**src/hdl/bmsc_pkg.sv**
```systemverilog
// Package with the shared types, constants and codes of the BGP message stream checker.
package bmsc_pkg;

    localparam int MARKER_BYTES = 16;
    localparam int COUNT_WIDTH  = 32;
    localparam int LEN_WIDTH    = 16;
    localparam int CNT_WIDTH    = 16;

    localparam logic [LEN_WIDTH-1:0] MIN_MSG_LEN = LEN_WIDTH'(MARKER_BYTES + 3);
    localparam logic [CNT_WIDTH-1:0] MARKER_LAST = CNT_WIDTH'(MARKER_BYTES - 1);
    localparam logic [COUNT_WIDTH-1:0] COUNT_MAX = '1;

    localparam logic [1:0] ST_OK         = 2'd0;
    localparam logic [1:0] ST_TRUNC_HDR  = 2'd1;
    localparam logic [1:0] ST_BAD_LEN    = 2'd2;
    localparam logic [1:0] ST_TRUNC_BODY = 2'd3;

    localparam logic [1:0] CFG_MAX_LEN      = 2'd0;
    localparam logic [1:0] CFG_COUNTED_TYPE = 2'd1;
    localparam logic [1:0] CFG_DECODE_EN    = 2'd2;

    localparam logic [15:0] MAX_LEN_RESET      = 16'd4096;
    localparam logic [7:0]  COUNTED_TYPE_RESET = 8'd2;

    typedef enum logic [2:0] {
        PH_MARKER = 3'd0,
        PH_LEN_HI = 3'd1,
        PH_LEN_LO = 3'd2,
        PH_TYPE   = 3'd3,
        PH_BODY   = 3'd4,
        PH_ERROR  = 3'd5
    } phase_t;

    typedef struct packed {
        logic [7:0] data_byte;
        logic       last_byte;
    } bmsc_in_t;

    typedef struct packed {
        logic [1:0]  status;
        logic [31:0] message_count;
    } bmsc_out_t;

    typedef struct packed {
        logic [LEN_WIDTH-1:0] max_message_length;
        logic [7:0]           counted_type;
        logic                 decode_enable;
    } bmsc_cfg_t;

endpackage

```
**src/hdl/bmsc_framer.sv**
```systemverilog
// Framing state machine that walks the message stream one byte at a time.
module bmsc_framer
(
    input  logic                clk,
    input  logic                rst_n,
    input  logic                step,
    input  bmsc_pkg::bmsc_in_t  item,
    input  bmsc_pkg::bmsc_cfg_t cfg,
    output logic                res_valid,
    output bmsc_pkg::bmsc_out_t res_data
);
    import bmsc_pkg::*;

    phase_t                 phase_reg, phase_next;
    logic [CNT_WIDTH-1:0]   byte_counter_reg, byte_counter_next;
    logic [LEN_WIDTH-1:0]   length_reg, length_next;
    logic [COUNT_WIDTH-1:0] count_reg, count_next;
    logic [1:0]             error_reg, error_next;
    logic [LEN_WIDTH-1:0]   body_len;
    logic [1:0]             end_status;

    assign body_len = length_reg - MIN_MSG_LEN;

    always_ff @(posedge clk or negedge rst_n)
    begin
        if (!rst_n)
        begin
            phase_reg        <= PH_MARKER;
            byte_counter_reg <= '0;
            length_reg       <= '0;
            count_reg        <= '0;
            error_reg        <= ST_OK;
        end
        else
        begin
            phase_reg        <= phase_next;
            byte_counter_reg <= byte_counter_next;
            length_reg       <= length_next;
            count_reg        <= count_next;
            error_reg        <= error_next;
        end
    end

    always_comb
    begin
        phase_next        = phase_reg;
        byte_counter_next = byte_counter_reg;
        length_next       = length_reg;
        count_next        = count_reg;
        error_next        = error_reg;
        end_status        = ST_OK;
        res_valid         = 1'b0;
        res_data.status        = ST_OK;
        res_data.message_count = '0;

        if (step && cfg.decode_enable)
        begin
            case (phase_reg)
                PH_MARKER:
                begin
                    if (byte_counter_reg >= MARKER_LAST)
                    begin
                        byte_counter_next = '0;
                        phase_next        = PH_LEN_HI;
                    end
                    else
                    begin
                        byte_counter_next = byte_counter_reg + 1'b1;
                    end
                end
                PH_LEN_HI:
                begin
                    length_next = {item.data_byte, 8'h00};
                    phase_next  = PH_LEN_LO;
                end
                PH_LEN_LO:
                begin
                    length_next = {length_reg[15:8], item.data_byte};
                    phase_next  = PH_TYPE;
                end
                PH_TYPE:
                begin
                    if (length_reg < MIN_MSG_LEN || length_reg > cfg.max_message_length)
                    begin
                        error_next = ST_BAD_LEN;
                        phase_next = PH_ERROR;
                    end
                    else
                    begin
                        if (item.data_byte == cfg.counted_type && count_reg != COUNT_MAX)
                        begin
                            count_next = count_reg + 1'b1;
                        end
                        byte_counter_next = body_len;
                        phase_next        = (body_len == '0) ? PH_MARKER : PH_BODY;
                    end
                end
                PH_BODY:
                begin
                    byte_counter_next = byte_counter_reg - 1'b1;
                    if (byte_counter_reg == CNT_WIDTH'(1))
                    begin
                        phase_next = PH_MARKER;
                    end
                end
                default:
                begin
                end
            endcase
        end

        if (error_next != ST_OK)
        begin
            end_status = error_next;
        end
        else if (phase_next == PH_MARKER)
        begin
            end_status = (byte_counter_next == '0) ? ST_OK : ST_TRUNC_HDR;
        end
        else if (phase_next == PH_BODY)
        begin
            end_status = ST_TRUNC_BODY;
        end
        else
        begin
            end_status = ST_TRUNC_HDR;
        end

        if (step && item.last_byte)
        begin
            res_valid = 1'b1;
            if (cfg.decode_enable)
            begin
                res_data.status        = end_status;
                res_data.message_count = (end_status == ST_OK) ? count_next : '0;
            end
            phase_next        = PH_MARKER;
            byte_counter_next = '0;
            length_next       = '0;
            count_next        = '0;
            error_next        = ST_OK;
        end
    end

    a_error_phase_has_code: assert property (@(posedge clk) disable iff (!rst_n)
        phase_reg == PH_ERROR |-> error_reg != ST_OK)
        else $error("Error phase without an error code.");

    a_marker_count_bound: assert property (@(posedge clk) disable iff (!rst_n)
        phase_reg == PH_MARKER |-> byte_counter_reg <= MARKER_LAST)
        else $error("Marker byte count ran past the marker.");

    a_clear_after_end: assert property (@(posedge clk) disable iff (!rst_n)
        step && item.last_byte |=> phase_reg == PH_MARKER && byte_counter_reg == '0
            && count_reg == '0 && error_reg == ST_OK)
        else $error("Stream state not cleared after the final word.");

endmodule

```
**src/hdl/bgp_message_stream_checker_top.sv**
```systemverilog
// Top level of the BGP message stream checker with input, result and configuration ports.
// The checker takes one word per cycle, back to back, and each word is a stream byte with a
// last-byte flag. A word is held in an input register; when it advances, the framing state is
// updated and the result of a final word is loaded into the result register, from which it is
// offered. The rate is one word per cycle; a result waiting in the result register stalls the
// input only when the next final word reaches it and the receiver is not ready. Configuration
// writes are always taken at once and must only be issued while the checker is idle.
module bgp_message_stream_checker_top
(
    input  logic                clk,
    input  logic                rst_n,
    input  logic                in_valid,
    output logic                in_ready,
    input  bmsc_pkg::bmsc_in_t  in_data,
    output logic                out_valid,
    input  logic                out_ready,
    output bmsc_pkg::bmsc_out_t out_data,
    input  logic                cfg_valid,
    output logic                cfg_ready,
    input  logic [1:0]          cfg_index,
    input  logic [15:0]         cfg_data
);
    import bmsc_pkg::*;

    bmsc_cfg_t cfg_reg;
    bmsc_in_t  in_reg;
    logic      in_valid_reg;
    bmsc_out_t out_reg;
    logic      out_valid_reg;
    logic      advance;
    logic      res_valid;
    bmsc_out_t res_data;

    assign cfg_ready = 1'b1;
    assign advance   = in_valid_reg && (!in_reg.last_byte || !out_valid_reg || out_ready);
    assign in_ready  = !in_valid_reg || advance;
    assign out_valid = out_valid_reg;
    assign out_data  = out_reg;

    always_ff @(posedge clk or negedge rst_n)
    begin
        if (!rst_n)
        begin
            cfg_reg.max_message_length <= MAX_LEN_RESET;
            cfg_reg.counted_type       <= COUNTED_TYPE_RESET;
            cfg_reg.decode_enable      <= 1'b1;
        end
        else if (cfg_valid && cfg_ready)
        begin
            case (cfg_index)
                CFG_MAX_LEN:      cfg_reg.max_message_length <= cfg_data;
                CFG_COUNTED_TYPE: cfg_reg.counted_type       <= cfg_data[7:0];
                CFG_DECODE_EN:    cfg_reg.decode_enable      <= cfg_data[0];
                default:
                begin
                end
            endcase
        end
    end

    always_ff @(posedge clk or negedge rst_n)
    begin
        if (!rst_n)
        begin
            in_valid_reg  <= 1'b0;
            out_valid_reg <= 1'b0;
        end
        else
        begin
            if (in_ready)
            begin
                in_valid_reg <= in_valid;
            end
            if (res_valid)
            begin
                out_valid_reg <= 1'b1;
            end
            else if (out_ready)
            begin
                out_valid_reg <= 1'b0;
            end
        end
    end

    always_ff @(posedge clk)
    begin
        if (in_valid && in_ready)
        begin
            in_reg <= in_data;
        end
        if (res_valid)
        begin
            out_reg <= res_data;
        end
    end

    bmsc_framer u_framer
    (
        .clk       (clk),
        .rst_n     (rst_n),
        .step      (advance),
        .item      (in_reg),
        .cfg       (cfg_reg),
        .res_valid (res_valid),
        .res_data  (res_data)
    );

    a_middle_word_flows: assert property (@(posedge clk) disable iff (!rst_n)
        in_valid_reg && !in_reg.last_byte |-> advance)
        else $error("A word that is not final was held back.");

    a_error_count_zero: assert property (@(posedge clk) disable iff (!rst_n)
        out_valid_reg && out_reg.status != ST_OK |-> out_reg.message_count == '0)
        else $error("Error result carries a nonzero count.");

    a_stall_only_when_full: assert property (@(posedge clk) disable iff (!rst_n)
        !in_ready |-> in_valid_reg && in_reg.last_byte && out_valid_reg && !out_ready)
        else $error("Input stalled without a pending result.");

endmodule

```
**config.mk**
```make
export PLATFORM = sky130hd
export DESIGN_NAME = bgp_message_stream_checker_top
export DESIGN_NICKNAME = d
export VERILOG_FILES = /design/src/hdl/bmsc_pkg.sv /design/src/hdl/bmsc_framer.sv /design/src/hdl/bgp_message_stream_checker_top.sv
export SDC_FILE = /design/constraint.sdc
export NUM_CORES = 1
export LEC_CHECK = 0
export BUFFER_PORTS_ARGS = -buffer_cell sky130_fd_sc_hd__clkbuf_2
export CELL_PAD_IN_SITES_DETAIL_PLACEMENT = 0
export CELL_PAD_IN_SITES_GLOBAL_PLACEMENT = 2
export CORE_MARGIN = 4
export CORE_UTILIZATION = 30
export CTS_CLUSTER_SIZE = 28
export DETAILED_ROUTE_END_ITERATION = 10
export PLACE_DENSITY = 0.72
export SLEW_MARGIN = 5
export SYNTH_ARGS = -nofsm -noshare
export SYNTH_HDL_FRONTEND = slang
export SYNTH_HIERARCHICAL = 1
export SYNTH_SLANG_ARGS = --single-unit
```
**constraint.sdc**
```tcl
create_clock -name clk -period 4.37 [get_ports clk]
set_input_delay 0.2185 -clock clk [delete_from_list [all_inputs] [get_ports clk]]
set_output_delay 0.2185 -clock clk [all_outputs]
set_load 0.01 [all_outputs]
```
# Yosys cells after proc, flatten, opt, wreduce, memory -nomap -nowiden
# Cells that the tools add are included.
dict set report classes {
  order_cmp 3
  mux 31
  n_reduce_logical 30
  addsub 4
  n_eq_ne 11
}
# cell n
set op_table {}
lappend op_table {{$mux W32} 5}
lappend op_table {{$mux W16} 6}
lappend op_table {{$pmux W16 S3} 1}
lappend op_table {{$add A32 B1 Y32 const B} 1}
lappend op_table {{$logic_not A16 Y1} 2}
lappend op_table {{$ne A32 B32 Y1 const B} 1}
lappend op_table {{$pmux W16 S2} 1}
lappend op_table {{$mux W3} 6}
lappend op_table {{$add A16 B1 Y16 const B} 1}
lappend op_table {{$eq A16 B1 Y1 const B} 1}
lappend op_table {{$ge A16 B4 Y1 const B} 1}
lappend op_table {{$gt A16 B16 Y1} 1}
lappend op_table {{$lt A16 B5 Y1 const B} 1}
lappend op_table {{$sub A16 B1 Y16 const B} 1}
lappend op_table {{$sub A16 B5 Y16 const B} 1}
lappend op_table {{$pmux W3 S5} 1}
lappend op_table {{$mux W2} 7}
lappend op_table {{$reduce_and A2 Y1} 5}
lappend op_table {{$eq A8 B8 Y1} 1}
lappend op_table {{$reduce_bool A2 Y1} 4}
lappend op_table {{$eq A3 B2 Y1 const B} 2}
lappend op_table {{$eq A3 B3 Y1 const B} 2}
lappend op_table {{$logic_not A3 Y1} 2}
lappend op_table {{$reduce_and A3 Y1} 2}
lappend op_table {{10 further kinds} 23}
dict set report totals {
  word_cells 94
  output_inout_bits 37
  ff_bits 139
  in_bits 32
}

# Depth between registers and ports, before layout
# Gate-level depths: netlist of run 1.
dict set report depth {
  ltp_word 12
  mapped_depth 14
  depth_no_buf 11
}

# Cells and area by module
# The synthesis of run 1 kept the hierarchy.
# mod instances area_per_inst_um2 cells_per_inst seq_area_each_um2
set by_module_without_submodules {}
lappend by_module_without_submodules {bmsc_framer 1 5317.6 610 1726.7}
lappend by_module_without_submodules {bgp_message_stream_checker_top 1 2351.0 108 1970.6}

# Worst setup path before layout of run 1
# No wires, ideal clock.
dict set report synth_timing {
  path_kind {reg-to-reg}
  startpoint {reg cfg_reg[21] (netlist name)}
  endpoint {reg out_reg, in the netlist out_data[32] (data pin)}
  stages_incl_launch_ff 14
  n_path_buf 2
  t_arrival_ps 3181
  setup_ps 254
  required_ps 4116
  period_less_slack_ps 3436
  path_slack_ps 934
  cell_sequence {dfstp_2 > inv_1 > ha_1 > a21o_1 > a21o_1 > a2111oi_2 > a31o_2 > buf_2 > a31oi_1 > a2111o_1 > nor3_1 > nand4_1 > buf_2 > o21a_1}
}
dict set report synth_between {
  elab_chain_len 9
  elab_cells_between_ends 17
  classes_between {order compare: 1; mux: 12; reduce/logical: 4}
}
# item line_no
set synth_lines {}
lappend synth_lines {{start, declared} bgp_message_stream_checker_top.sv:25} ;# bmsc_cfg_t cfg_reg;
lappend synth_lines {{$gt A16 B16 Y1 (*)} bmsc_framer.sv:83} ;# if (length_reg < MIN_MSG_LEN || length_reg > cfg.max_message_length)
lappend synth_lines {{$logic_or A1 B1 Y1 (*)} bmsc_framer.sv:83}
lappend synth_lines {{$mux W16} bmsc_framer.sv:83}
lappend synth_lines {{$pmux W16 S3} bmsc_framer.sv:58} ;# case (phase_reg)
lappend synth_lines {{$mux W16} bmsc_framer.sv:56} ;# if (step && cfg.decode_enable)
lappend synth_lines {{$logic_not A16 Y1} bmsc_framer.sv:118} ;# end_status = (byte_counter_next == '0) ? ST_OK : ST_TRUNC_HDR;
lappend synth_lines {{$mux W1} bmsc_framer.sv:118}
lappend synth_lines {{$mux W2} bmsc_framer.sv:116} ;# else if (phase_next == PH_MARKER)
lappend synth_lines {{$mux W2 (*)} bmsc_framer.sv:112} ;# if (error_next != ST_OK)
lappend synth_lines {{end signal, assigned} bgp_message_stream_checker_top.sv:93} ;# out_reg <= res_data;
lappend synth_lines {{end, declared} bgp_message_stream_checker_top.sv:28} ;# bmsc_out_t out_reg;
# Every way passes the cells marked *; elsewhere a longest branch is shown, timed or not.
# A chain may end at the register's enable or synchronous reset.

# Final worst setup path of run 1
dict set report layout_timing {
  startpoint {reg cfg_reg[21] (netlist name)}
  endpoint {reg out_reg, in the netlist out_data[1] (data pin)}
}
dict set report layout_between {
  elab_chain_len 11
  elab_cells_between_ends 24
  classes_between {order compare: 1; eq/ne: 1; mux: 16; reduce/logical: 6}
}
# item line_no
set layout_lines {}
lappend layout_lines {{$gt A16 B16 Y1 (*)} bmsc_framer.sv:83}
lappend layout_lines {{$logic_or A1 B1 Y1 (*)} bmsc_framer.sv:83}
lappend layout_lines {{$mux W16 or $mux W3 (tied branches)} bmsc_framer.sv:83}
lappend layout_lines {{$pmux W16 S3 or $pmux W3 S5 (tied branches)} bmsc_framer.sv:58}
lappend layout_lines {{$mux W16 or $mux W3 (tied branches)} bmsc_framer.sv:56}
lappend layout_lines {{$logic_not A16 Y1 or $eq A3 B3 Y1 (tied branches)} {bmsc_framer.sv:118, bmsc_framer.sv:120}}
lappend layout_lines {{$mux W1 or $mux W2 (tied branches)} {bmsc_framer.sv:118, bmsc_framer.sv:120}}
lappend layout_lines {{$mux W2} bmsc_framer.sv:116}
lappend layout_lines {{$mux W2} bmsc_framer.sv:112}
lappend layout_lines {{$logic_not A2 Y1} bmsc_framer.sv:135} ;# res_data.message_count = (end_status == ST_OK) ? count_next : '0;
lappend layout_lines {{$reduce_and A3 Y1 (no line)} -}
# Marks and branches as above.

==> results of run 1 <==
[where the power goes]
| part | switching [mW] | internal, mW | leakage, nW |
|---|---|---|---|
| sequential | 0.210 | 1.50 | 1.71 |
| combinational | 1.53 | 0.740 | 1.79 |
| clock | 0.600 | 0.972 | 0.308 |
| total | 2.34 | 3.21 | 3.81 |
[kinds of logic (layout without fill, tap and decap cells)]
group | count (synthesis) | in the layout | share of synthesized area (%)
simple gates | 289 | 289 | 22.03
fa+ha+maj | 22 | 22 | 3.589
other cells | 1 | 1 | 0.04890
buf+inv | 69 | 164 | 4.063
xor+xnor | 56 | 56 | 6.396
compound gates | 107 | 107 | 10.67
mux | 35 | 35 | 4.993
flops | 139 | 139 | 48.21
[timing repair]
action | CTS | global route
hold buffers | 11 | 0
resized for setup | 0 | 0
endpoints found under the hold margin | 72 | 0
[worst max-delay path by stage]
| stage | start | endpoint | slack, ns | cells after the start |
|---|---|---|---|---|
| 4_1_cts | u_framer/length_reg[14] | out_data[2] | 0.23 | 10 |
| 3_5_place_dp | u_framer/length_reg[14] | out_data[2] | 0.25 | 10 |
| 2_1_floorplan | cfg_reg[21] | out_data[32] | 0.93 | 13 |
| 5_1_grt | u_framer/length_reg[14] | out_data[26] | 0.04 | 10 |
| 6_report | cfg_reg[21] | out_data[1] | 0.21 | 11 |
| 3_3_place_gp | u_framer/length_reg[13] | out_data[0] | 0.32 | 11 |
[metal layers]
metal | GRT usage (%) | part of all wire [%] | vias to the layer above
met2 | 22.97 | 46 | 113
met4 | 3.811 | 1.2 | 0
met3 | 3.287 | 4.0 | 14
met1 | 20.92 | 49 | 2930
li1 | - | - | 2811
met5 | 0 | 0 | -
[cell type report]
cell class                      instances  area (sq um)
Timing Repair Buffer                   99         630.6
Multi-Input combinational cell        510          3666
Sequential cell                       139          3697
Clock buffer                           18         429.2
Tap cell                              330         412.9
Fill cell                            2549         16010
Clock inverter                         14         206.4
Inverter                               33         125.1
[cell usage in the layout (no fill, tap or decap), types with 11 or more instances in the layout]
| cell type | instances |
|---|---|
| nor3_1 | 16 |
| nor2_1 | 104 |
| nand2_1 | 34 |
| clkbuf_2 | 66 |
| clkbuf_16 | 17 |
| inv_1 | 32 |
| xor2_1 | 30 |
| buf_4 | 20 |
| ha_1 | 22 |
| mux2_2 | 26 |
| nand3_1 | 17 |
| dfrtp_1 | 93 |
| edfxtp_1 | 43 |
| xnor2_1 | 26 |
| nand4_1 | 18 |
| o21ai_0 | 11 |
| nor4_2 | 28 |
| a21oi_1 | 20 |
| dlygate4sd3_1 | 11 |
| nor4_1 | 18 |
[per-stage QoR]
| step | cell area [sq um] | std cells |
|---|---|---|
| global route | 9168 | 1143 |
| global placement | 8422 | 1100 |
| floorplan | 7669 | 718 |
| detailed placement | 8422 | 1100 |
| CTS | 9168 | 1143 |
| finish | 9168 | 1143 |
[worst reg2reg max path, stage by stage (launching register included)]
cell,delay [ns]
dfstp_2,0.53
inv_1,0.04
ha_1,0.26
nand4_1,0.17
nor4_1,0.67
a31o_2,0.43
a21oi_1,0.23
a221oi_1,0.37
nand2_1,0.08
or4_2,0.69
buf_12,0.22
nor4_1,0.31
==> key figures, run 1 <==
Run status
  • Outcome: complete, no violations

GRT
  • First-pass GRT wire length: about 33000 microns
  • Largest net degree at the start of global routing: 88
  • Total gr overflow: 0
  • Vias in the first global route: a little under 6000
  • GRT Overall Usage: ~15%
  • Initial antenna violation count: 0

Setup path
  • Worst r2r path cells: 11
  • RR Startpoint: cfg_reg[21]
  • CP arrival: ~4.4 ns
  • Critical path cell sequence: inv_1 > ha_1 > nand4_1 > nor4_1 > a31o_2 > a21oi_1 > a221oi_1 > nand2_1 > or4_2 > buf_12 > nor4_1
  • Worst Path Required: 4.60 ns
  • Crit end category: register
  • Register-to-register setup slack: 0.21 ns
  • R2R Path End: out_data[1]
  • Cell family with most CP delay: simple AND/OR/NAND/NOR gates
  • Crit Path Category: register to register
  • Critical Path Fanout Max: 33
  • CP dominant cell by count: nor4_1
  • CP max stage cell: or4_2
  • Worst setup SP type: register
  • Bufs and invs on worst path: 2
  • CP max stage delay: between 0.6 and 0.7 ns

Synthesis
  • Main synth FF type: dfrtp_1
  • EDFF count, synth: 43
  • Commonest cells in the netlist: nor2_1, dfrtp_1, edfxtp_1
  • Distinct cells, synth: 73
  • Seq/Total Area, Yosys: approximately half
  • Post-synthesis cell count: 718
  • Netlist Area Pre-Place: 7669 sq um
  • Top-count cell post-synth: nor2_1
  • Yosys reg bits: roughly 140
  • Yosys top cell area share: just over 30%
  • Synth warn: 6
  • Synth Net Count: roughly 770
  • Async SR Flop Fraction: between 60% and 70%
  • Syn Area/Cell: 10.68 sq um
  • Top cell type by total area after synthesis: dfrtp_1
  • Ranking of synthesized cells by area: dfrtp_1, edfxtp_1, nor2_1

Route
  • Drt drc: 0
  • DRT Wirelength: between 20000 and 25000 microns
  • DRT iter0 DRCs: 502
  • Post-route ant nets: 0
  • Vias: roughly 5900
  • Post-DR vias/cell: about 5
  • Initial DRT Pass Iterations: 7
  • Wire per inst: approximately 18 microns

Layout
  • Layout area overhead: 19.55%
  • Max FFs per register: 34
  • Nets: 854
  • Fraction of layout cells with a size suffix above 1: between 20% and 30%
  • Post-layout util: approximately 36%
  • Ant. Diodes: 0

Placement
  • Post-place setup slack: 0.2487 ns
  • PortBufs: 67
  • HPWL after DPL: around 15000 microns
  • RD Place Congestion: 0.8392

Power and ir drop
  • Pwr Total: around 5.6 mW
  • Static Leak: roughly 3.8 nW
  • Maximum vdd drop: between 500 and 600 uV
  • Power Density: 605.4 nW/um^2

Min path
  • Hold Crit Class: primary input to register
  • WHS Endpoint: cfg_reg[18]
  • HP Start: cfg_data[9]
  • WHS Path Cells: 2

STA
  • Final setup viols: 0
  • Final hold slack: roughly 0.025 ns
  • RSZ-0062 raised after global routing: false
  • Slew HR: between 40% and 50%
  • Final Max Slew Viols: 0
  • Fin crit share: 95.21%
  • Final worst path period need: ~4.2 ns
  • Setup WS post-layout: around 0.21 ns
  • Final Hold Vio Count: 0
  • FMAX: 0.2403 GHz
  • Final TNS setup: 0 ns
  • Max Clock Skew: approximately 0.017 ns
  • Worst-Margin Slew: roughly 0.9 ns

Clock network
  • Root buf cell: clkbuf_16
  • H-tree Lvls: 4
  • Skew-Pair Late Insertion Delay: around 0.42 ns
  • Clock sink total: around 140
  • Clk slew on worst S/H paths: 0.07 ns
  • Cts bufs inserted: 17
  • Bufs on Longest Clock Path: 2
  • CTS tree: built
  • Post-CTS Setup Bufs: 0

Die
  • Floorplan row count: between 50 and 60
  • Die Wd: 167.9 microns
  • # IOs: 69
  • Chip Height: roughly 170 microns
  • Die area: between 20000 and 30000 sq um
  • Core area: about 25000 sq um
  • Initial Utilization: 30.45%

Flow run
  • Maxcap violations: 0
(Power assumes the default switching activity.)
==> inputs of run 2 (changes only) <==
Settings changed: REMOVE_ABC_BUFFERS from default to 1.
==> run 2 against run 1 <==
Compared with the run above:
- via count fell by 0.99%
- utilization shrank 0.099 points
- count of clock-buffer cells in the layout down 1
- critical endpoint is now out_data[18]
- largest power group unchanged
- critical path type unchanged
- clock power shrank 9%
- cell count shrank 0.17%
==> key figures, run 2 (synthesized netlist as in run 1, its figures left out) <==
Run status
  • Outcome: complete, no violations

Setup path
  • CP max stage cell: or4_2
  • Worst setup SP type: register
  • CP startpoint: u_framer/length_reg[1]
  • Bufs and invs on worst path: 1 (-1)
  • Worst Path Required: 4.60 ns (about the same)
  • CP max stage delay: 0.69 ns (about the same)
  • Critical path cell sequence: ha_1 > nor2b_1 > o211ai_1 > a2111o_1 > a31oi_2 > nor2_1 > a221oi_1 > nand2_1 > or4_2 > buf_12 > nor4_2
  • RR Startpoint: u_framer/length_reg[1]
  • Critical Path Fanout Max: 33 (unchanged)
  • Cell family with most CP delay: simple AND/OR/NAND/NOR gates
  • Crit Path Category: register to register
  • Crit end category: register
  • CP arrival: 4.28 ns (-0.11 ns)

STA
  • FMAX: 0.2469 GHz (+2.7%)
  • Final worst path period need: 4.051 ns (-0.1098 ns)
  • Fin crit share: 92.70% (-2.5 points)
  • Final Max Slew Viols: 0 (unchanged)
  • Final setup viols: 0 (unchanged)
  • Max Clock Skew: 0.02136 ns (+0.004660 ns)
  • Setup WS post-layout: 0.3191 ns (+0.1098 ns)
  • Worst-Margin Slew: 0.9339 ns (+0.03540 ns)
  • Slew HR: 37.58% (-2.5 points)
  • RSZ-0062 raised after global routing: false
  • Final Hold Vio Count: 0 (unchanged)

Route
  • DRT iter0 DRCs: 328 (-35%)
  • Post-route ant nets: 0 (unchanged)
  • Vias: 5810 (-0.99%)
  • Initial DRT Pass Iterations: 5 (-2)
  • DRT Wirelength: 19990 microns (-3.7%)
  • Post-DR vias/cell: 5.092 (-0.81%)
  • Drt drc: 0 (unchanged)
  • Wire per inst: 17.52 microns (-3.5%)

Flow run
  • Maxcap violations: 0 (unchanged)

Placement
  • Post-place setup slack: 0.1854 ns (-0.06336 ns)
  • Cells after DPL: 1097 (-0.27%)
  • PortBufs: 67 (unchanged)
  • RD Place Congestion: 0.8376 (-0.19%)
  • HPWL after DPL: 14290 microns (-2.3%)

Clock network
  • Clock sink total: 139 (unchanged)
  • Root buf cell: clkbuf_16
  • CTS tree: built
  • Clk slew on worst S/H paths: 0.07 ns (about the same)
  • Bufs on Longest Clock Path: 2 (unchanged)
  • Skew-Pair Late Insertion Delay: 0.43 ns (about the same)
  • H-tree Lvls: 4 (unchanged)
  • Cts bufs inserted: 17 (unchanged)
  • Post-CTS Setup Bufs: 0 (unchanged)

Layout
  • Most common cell after layout, fill and taps aside: nor2_1
  • Post-Layout Cell Count: 1141 (-0.17%)
  • Fraction of layout cells with a size suffix above 1: 24.04% (+0.31 points)
  • Max FFs per register: 34 (unchanged)
  • Fill count: 2519 (-1.2%)
  • Layout area overhead: 19.22%
  • Commonest cells after routing, fill and taps aside: nor2_1, dfrtp_1, clkbuf_2
  • Ant. Diodes: 0 (unchanged)
  • Nets: 852 (-0.23%)

Min path
  • Hold Crit Class: primary input to register
  • HP Start: cfg_data[14]

GRT
  • Initial antenna violation count: 0 (unchanged)
  • First-pass GRT wire length: 33600 microns (+0.87%)
  • Vias in the first global route: 5928 (+2.6%)
  • Largest net degree at the start of global routing: 68 (-23%)
  • Total gr overflow: 0 (unchanged)
  • GRT Overall Usage: 14.74% (-0.025 points)

Die
  • Floorplan row count: 58 (unchanged)
  • # IOs: 69 (unchanged)
  • Core area: 25180 sq um (unchanged)
  • Initial Utilization: 30.45% (unchanged)
  • Die Wd: 167.9 microns (unchanged)
  • Die area: 28180 sq um (unchanged)
  • Chip Height: 167.9 microns (unchanged)

Power and ir drop
  • Static Leak: 3.779 nW (-0.82%)
  • Power Density: 596.7 nW/um^2 (-1.4%)
  • Pwr Total: 5.455 mW (-1.7%)
  • Maximum vdd drop: 443.5 uV (-20%)
[run 2: per-stage QoR]
stage / TNS (ns) / instance area, sq um / hold slack [ns] / utilization, %
6_report: 0 / 9143 / 0.02446 / 36.31
5_1_grt: 0 / 9143 / 0.01894 / 36.31
4_1_cts: 0 / 9109 / 0.006285 / 36.17
3_5_place_dp: 0 / 8406 / 0.3971 / 33.38
3_3_place_gp: 0 / 8406 / 0.3964 / 33.38
2_1_floorplan: -5.698 / 7481 / -0.07709 / -
[run 2: path summary, 6_finish.rpt]
kind                       depth (start not counted)           end  slack [ns]
max                                               11  out_data[18]        0.32
min                                                2   cfg_reg[23]        0.02
max reg2reg                                       11  out_data[18]        0.32
min reg2reg                                        1   cfg_reg[24]        0.51
max in group asynchronous                          3   cfg_reg[21]        2.86
min in group asynchronous                          2    cfg_reg[6]        0.44
[run 2: metal layers]
metal / vias up / track usage (%) / share of wire, %
li1: 2805 / - / -
met1: 2873 / 21.03 / 48
met2: 111 / 23.06 / 47
met3: 21 / 2.747 / 3.3
met4: 0 / 4.023 / 1.3
met5: - / 0 / 0
[run 2: power breakdown]
group	leakage, nW	switching, mW	internal (mW)
registers	1.71	0.205	1.49
logic	1.79	1.52	0.803
clock network	0.278	0.624	0.806
total	3.78	2.35	3.10
[run 2: what timing repair did]
item | CTS | global route
resized for setup | 0 | 4
hold buffers | 12 | 0
endpoints found under the setup margin | 0 | 10
endpoints found under the hold margin | 75 | 0
[run 2: area by class of cell]
cell class / count / area [sq um] / share of cell area, %
clock buffer: 17 / 425.4 / 4.653
clock inverter: 15 / 157.7 / 1.724
inverter: 33 / 125.1 / 1.369
multi-input combinational: 510 / 3706 / 40.54
sequential: 139 / 3697 / 40.44
tap: 330 / 412.9 / 4.516
timing repair buffer: 97 / 618.1 / 6.761
[run 2: worst register-to-register path, stage by stage (launching register included)]
cell      delay [ns]
dfrtp_1         0.48
ha_1            0.34
nor2b_1         0.14
o211ai_1        0.14
a2111o_1        0.46
a31oi_2         0.36
nor2_1          0.25
a221oi_1        0.38
nand2_1         0.08
or4_2           0.69
buf_12          0.21
nor4_2          0.33
